`config.mk`:
```
export PLATFORM = sky130hd
export DESIGN_NAME = fifo_with_ordered_insert
export DESIGN_NICKNAME = d
export VERILOG_FILES = /design/src/design/fwoi_pkg.sv /design/src/design/fwoi_cell.sv /design/src/design/fifo_with_ordered_insert.sv
export SDC_FILE = /design/constraint.sdc
export NUM_CORES = 2
export LEC_CHECK = 0
export ABC_AREA = 1
export BUFFER_PORTS_ARGS = -buffer_cell sky130_fd_sc_hd__buf_2
export CAP_MARGIN = 0
export CORE_MARGIN = 1.5
export CORE_UTILIZATION = 26
export DETAILED_ROUTE_END_ITERATION = 6
export PLACE_DENSITY = 0.47
export SLEW_MARGIN = 40
export SYNTH_ARGS = -nofsm -noshare
export SYNTH_HDL_FRONTEND = slang
export SYNTH_SLANG_ARGS = --single-unit
```
`constraint.sdc`:
```
create_clock -name clock -period 13 [get_ports clock]
set_input_delay 1.95 -clock clock [delete_from_list [all_inputs] [get_ports clock]]
set_output_delay 1.95 -clock clock [all_outputs]
set_load 0.02 [all_outputs]
```
`src/design/fwoi_pkg.sv`:
```
// ----------------------------------------------------------------------------
// fwoi_pkg: shared types and constants for the ordered-insert queue
// Request/response structs, operation and status codes, cell control.
// ----------------------------------------------------------------------------
`timescale 1ns / 1ps

package fwoi_pkg;

   localparam int DEPTH       = 16;
   localparam int VALUE_WIDTH = 32;
   localparam int CNT_W       = $clog2(DEPTH + 1);

   typedef enum logic [1:0] {
      OP_APPEND  = 2'd0,
      OP_ORDERED = 2'd1,
      OP_PEEK    = 2'd2,
      OP_DEQUEUE = 2'd3
   } op_type;

   typedef enum logic [1:0] {
      ST_OK    = 2'd0,
      ST_EMPTY = 2'd1,
      ST_FULL  = 2'd2
   } status_type;

   typedef struct packed {
      logic [1:0]         operation;
      logic signed [31:0] value;
   } req_type;

   typedef struct packed {
      logic signed [31:0] head_value;
      logic [1:0]         status;
      logic [4:0]         occupancy;
   } rsp_type;

   typedef logic [VALUE_WIDTH-1:0] entry_type;

   // broadcast to every cell in the chain
   typedef struct packed {
      logic      insert_en;
      logic      ordered;
      logic      dequeue_en;
      entry_type value;
   } cell_ctrl_type;

endpackage

```
`src/design/fwoi_cell.sv`:
```
// ----------------------------------------------------------------------------
// fwoi_cell: one queue slot
// Holds one entry, takes the insert value or a neighbor's entry on a shift.
// ----------------------------------------------------------------------------
`timescale 1ns / 1ps

module fwoi_cell
   import fwoi_pkg::*;
(
   input  logic          clock,
   input  cell_ctrl_type ctrl,
   input  logic          occupied,   // slot holds a live entry
   input  logic          tail,       // first free slot
   input  logic          hit_in,     // insert point lies to the left
   input  entry_type     left_data,
   input  entry_type     right_data,
   output logic          hit_out,
   output entry_type     data
);

   entry_type data_ff;
   entry_type data_in;
   logic      mark;
   logic      not_less;

   assign not_less = !($signed(data_ff) < $signed(ctrl.value));
   assign mark     = tail | (ctrl.ordered & occupied & not_less);
   assign hit_out  = hit_in | mark;
   assign data     = data_ff;

   always_comb begin
      data_in = data_ff;
      if (ctrl.insert_en) begin
         if (hit_in) begin
            data_in = left_data;
         end else if (mark) begin
            data_in = ctrl.value;
         end
      end else if (ctrl.dequeue_en) begin
         data_in = right_data;
      end
   end

   always_ff @(posedge clock) begin
      data_ff <= data_in;
   end

endmodule

```
`src/design/fifo_with_ordered_insert.sv`:
```
// ----------------------------------------------------------------------------
// fifo_with_ordered_insert: bounded queue with tail append and ordered insert
// A response is registered, valid in the cycle after its request is taken.
// Throughput: one request per cycle unless a response is held; every slot
// compares to the value in parallel; the insert point ripples along the chain.
// Reset: synchronous, clears the count and the response valid; entry data
// is not reset and is only read below the count.
// ----------------------------------------------------------------------------
`timescale 1ns / 1ps

module fifo_with_ordered_insert
   import fwoi_pkg::*;
(
   input  logic    clock,
   input  logic    reset,
   input  logic    req_valid,
   output logic    req_stall,
   input  req_type req_data,
   output logic    rsp_valid,
   input  logic    rsp_stall,
   output rsp_type rsp_data
);

   // entry count, 0..DEPTH
   logic [CNT_W-1:0] count_ff;
   logic [CNT_W-1:0] count_in;

   // response register
   logic    rsp_valid_ff;
   logic    rsp_valid_in;
   rsp_type rsp_data_ff;
   rsp_type rsp_data_in;

   logic          accept;
   logic          is_insert;
   logic          is_read;
   logic          full;
   logic          empty;
   cell_ctrl_type ctrl;

   // chain wiring
   entry_type       cell_data [DEPTH];
   logic [DEPTH:0]  hit;

   // A new request goes in whenever the response slot is free or draining.
   assign req_stall = rsp_valid_ff & rsp_stall;
   assign accept    = req_valid & ~req_stall;
   assign rsp_valid = rsp_valid_ff;
   assign rsp_data  = rsp_data_ff;

   assign full  = (count_ff == CNT_W'(DEPTH));
   assign empty = (count_ff == '0);

   always_comb begin
      is_insert = (req_data.operation == OP_APPEND) || (req_data.operation == OP_ORDERED);
      is_read   = !is_insert;

      ctrl.insert_en  = accept & is_insert & ~full;
      ctrl.ordered    = (req_data.operation == OP_ORDERED);
      ctrl.dequeue_en = accept & (req_data.operation == OP_DEQUEUE) & ~empty;
      ctrl.value      = VALUE_WIDTH'(req_data.value);

      count_in = count_ff;
      if (ctrl.insert_en) begin
         count_in = count_ff + CNT_W'(1);
      end else if (ctrl.dequeue_en) begin
         count_in = count_ff - CNT_W'(1);
      end

      // response built from the pre-update head and post-update count
      rsp_data_in            = rsp_data_ff;
      rsp_valid_in           = rsp_valid_ff & rsp_stall;
      if (accept) begin
         rsp_valid_in          = 1'b1;
         rsp_data_in.head_value = '0;
         rsp_data_in.status     = ST_OK;
         rsp_data_in.occupancy  = 5'(count_in);
         if (is_insert && full) begin
            rsp_data_in.status = ST_FULL;
         end else if (is_read && empty) begin
            rsp_data_in.status = ST_EMPTY;
         end else if (is_read) begin
            rsp_data_in.head_value = 32'(signed'(cell_data[0]));
         end
      end
   end

   // Cell chain: slot 0 is the head. The insert point ripples rightward via
   // hit; slots past it take the left neighbor, a dequeue pulls from the right.
   assign hit[0] = 1'b0;

   for (genvar i = 0; i < DEPTH; i++) begin : g_cell
      entry_type left_d;
      entry_type right_d;

      if (i == 0) begin : g_first
         assign left_d = ctrl.value;
      end else begin : g_mid
         assign left_d = cell_data[i-1];
      end

      if (i == DEPTH - 1) begin : g_last
         assign right_d = cell_data[i];
      end else begin : g_body
         assign right_d = cell_data[i+1];
      end

      fwoi_cell u_cell (
         .clock      (clock),
         .ctrl       (ctrl),
         .occupied   (CNT_W'(i) < count_ff),
         .tail       (CNT_W'(i) == count_ff),
         .hit_in     (hit[i]),
         .left_data  (left_d),
         .right_data (right_d),
         .hit_out    (hit[i+1]),
         .data       (cell_data[i])
      );
   end

   always_ff @(posedge clock) begin
      if (reset) begin
         count_ff     <= '0;
         rsp_valid_ff <= 1'b0;
      end else begin
         count_ff     <= count_in;
         rsp_valid_ff <= rsp_valid_in;
      end
   end

   always_ff @(posedge clock) begin
      rsp_data_ff <= rsp_data_in;
   end

endmodule
```
==> flow_metrics.env <==
export IMPL_synth_xor_area_share_pct=0.161
export IMPL_wl_met1_um=63000
export IMPL_max_slew_margin_pct=39.0
export IMPL_met3RoutedLength_um=6870
export IMPL_setup_worst_path_start_class="input pin"
export IMPL_syn_inst=4238
export IMPL_fin_skew_ps=25.0
export IMPL_ioPinCount=79
export IMPL_cts_setup_buffers=0
export IMPL_final_common_cell="nand2_1"
export IMPL_power_density_mw_per_mm2=131
export IMPL_crit_fanout=62
export IMPL_nets=4746
export IMPL_top_layer="met4"
export IMPL_synth_edf_count=551
export IMPL_cts_sinks=557
export IMPL_cts_hold_buf=0
export IMPL_yosys_mux_area_fraction_pct=0.0263
export IMPL_synth_warnings=0
export IMPL_p_leak_uw=0.0170
export IMPL_min_delay_start="rsp_valid"
export IMPL_finalCritPeriodShare_pct=57.6
export IMPL_worst_pin_slew_ps=908
export IMPL_first_pass_iters=7
export IMPL_viasPerCell=5.32
export IMPL_clk_path_buf_depth=3
export IMPL_root_buffer="clkbuf_16"
export IMPL_ys_seq_elements=557
export IMPL_final_cell_mix="nand2_1 (943), edfxtp_1 (551), nand3_1 (539)"
export IMPL_synth_compound_area_share_pct=14.6
export IMPL_synth_net_count=4777
export IMPL_cts_max_level=3
export IMPL_num_vias=32800
export IMPL_async_flop_share_pct=0
export IMPL_drt_iter0_drc=2786
export IMPL_grt_first_pass_wirelength_um=212000
export IMPL_cts_tree="yes"
export IMPL_grt_ovfl_total=0
export IMPL_grtUsageTotal_pct=18.8
export IMPL_cts_buffers=66
export IMPL_synth_area_mm2=0.0381
export IMPL_crit_start="req_data[31]"
export IMPL_drive_gt1_share_pct=6.24
export IMPL_antenna_found_initial=0
export IMPL_met2_length_um=68600
export IMPL_ant_nets=0
export IMPL_worstPathArrival_ps=7850
export IMPL_slew_viol_final=0
export IMPL_cts_resized=0
export IMPL_yosysSeqAreaShare_pct=43.8
export IMPL_worstPathRequired_ps=13360
export IMPL_drt_total_wl_um=143000
export IMPL_setup_viol=0
export IMPL_ir_worst_vdd_uv=72.0
export IMPL_die_w_um=386
export IMPL_crit_path_end="g_cell[13].u_cell.data[3]"
export IMPL_min_path_cells=2
export IMPL_finalSetupTns_ps=0
export IMPL_gp_congestion=0.886
export IMPL_start_util_pct=26.2
export IMPL_yosysUniqueCellTypes=48
export IMPL_r2r_slack_ps=7370
export IMPL_drc_errors=0
export IMPL_insertion_delay_ps=650
export IMPL_syn_to_final_growth_pct=12.1
export IMPL_worst_r2r_endpoint="g_cell[13].u_cell.data[3]"
export IMPL_finalHoldViolCount=0
export IMPL_r2r_start="g_cell[3].u_cell.data[27]"
export IMPL_fmax_mhz=134
export IMPL_dp_cells=6055
export IMPL_io_buffers=78
export IMPL_grt_pass1_vias=32100
export IMPL_synth_top_family_by_area="simple AND/OR/NAND/NOR gates"
export IMPL_die_h_um=386
export IMPL_rsz0062_at_grt="no"
export IMPL_core_area_mm2=0.145
export IMPL_critical_path_class="input pin to flip-flop"
export IMPL_dieArea_mm2=0.149
export IMPL_yosys_area_share_simple_pct=19.8
export IMPL_worst_slack_ps=5520
export IMPL_dp_slack_ps=4990
export IMPL_grt_max_degree=141
export IMPL_dp_hpwl_um=101000
export IMPL_finalNonFillerCells=6167
export IMPL_hold_class="flip-flop to flip-flop"
export IMPL_avgRoutedWirePerCell_um=23.1
export IMPL_rr_worst_depth=18
export IMPL_worstSetupEndpointType="flip-flop"
export IMPL_yosys_area_share_adder_pct=16.5
export IMPL_fp_row_count=140
export IMPL_post_route_min_period_ps=7480
export IMPL_status="complete, no violations"
export IMPL_ys_flop_type="edfxtp_1"
export IMPL_cts_clk_slew_worst_paths_ps=60
export IMPL_syn_area_per_cell_um2=8.98
export IMPL_drv_cap=0
cells in the mapped netlist (all sizes together), types with 2 or more instances:
library cell  count  area share (%)
o221ai           12            0.28
a2111oi           2           0.046
ha              501              16
nor4             10            0.16
clkinv            3           0.030
a21oi           311             4.1
o21a              9            0.18
o22ai             2           0.033
o21ai           189             2.5
buf              43            0.50
clkbuf          197             1.9
nand3           540             7.1
o31ai             6            0.12
nor2            187             1.9
dfxtp             6            0.32
o2111ai           4           0.092
inv             268             2.6
o211ai          317             6.3
nor3             31            0.44
nand4            37            0.65
xor2              4           0.092
and2              2           0.033
o311ai           29            0.67
nand2           947             9.3
a211oi           10            0.20
edfxtp          551              43
nand3b            6            0.12
xnor2             3           0.069
flip-flops by register name, indices dropped and copies added (netlist names):
| name | flops |
|---|---|
| g_cell.u_cell.data | 512 |
| rsp_data | 39 |
| rsp_valid | 1 |
| count_ff | 5 |
worst min-delay path by stage:
stage                                       to
global placement                     rsp_valid
CTS                                  rsp_valid
finish                               rsp_valid
global route                         rsp_valid
floorplan           g_cell[14].u_cell.data[31]
detailed placement                   rsp_valid
routing by layer:
metal  GRT usage (%)  vias to the layer above
li1                -                    15400
met1            25.2                    16200
met2            31.7                     1019
met3            2.03                      231
met4            5.64                        0
met5               0                        -
stage by stage:
stage	hold slack [ps]	instance area [µm²]	utilization, %	total power (µW)
finish	480	42700	29.4	5590
global route	513	42700	29.3	5850
CTS	486	42600	29.3	5620
detailed placement	479	40600	27.9	3730
global placement	471	40500	27.9	3710
floorplan	524	38100	-	3230
cells by family (layout without fill, tap and decap cells):
group | Yosys count | count (layout)
simple gates | 1762 | 1762
compound gates | 899 | 899
flops | 557 | 557
buf+inv | 511 | 522
fa+ha+maj | 501 | 501
xor+xnor | 7 | 7
mux | 1 | 1
other cells | 0 | 1
layout make-up:
type,count,area (µm²)
clock buffer,83,1820
timing repair buffer,141,931
clock inverter,27,228
fill,15500,103000
antenna,1,2.50
tap,1917,2400
multi-input combinational,3170,19600
inverter,271,1030
sequential,557,16700
critical path, stage by stage:
cell and delay, ps:
buf_2 320, inv_1 310, buf_4 320, ha_1 390, nand2_1 100, nor4_1 700
and3_1 260, nand2_1 130, a21oi_1 170, nor2_1 70, nor2_2 230, nand4_4 130
buf_4 350, nor3_4 280, nand4_1 180, nor2_2 300, nand3_2 100, buf_4 350
nor2_1 590, a21oi_4 230, buf_4 310
report_power, final:
part	internal [µW]	total, µW	switching, µW
clock	1060	1880	811
combinational	387	1330	947
sequential	2220	2380	159
total	3670	5590	1920
Note: power is estimated with default switching activity, not from simulation.
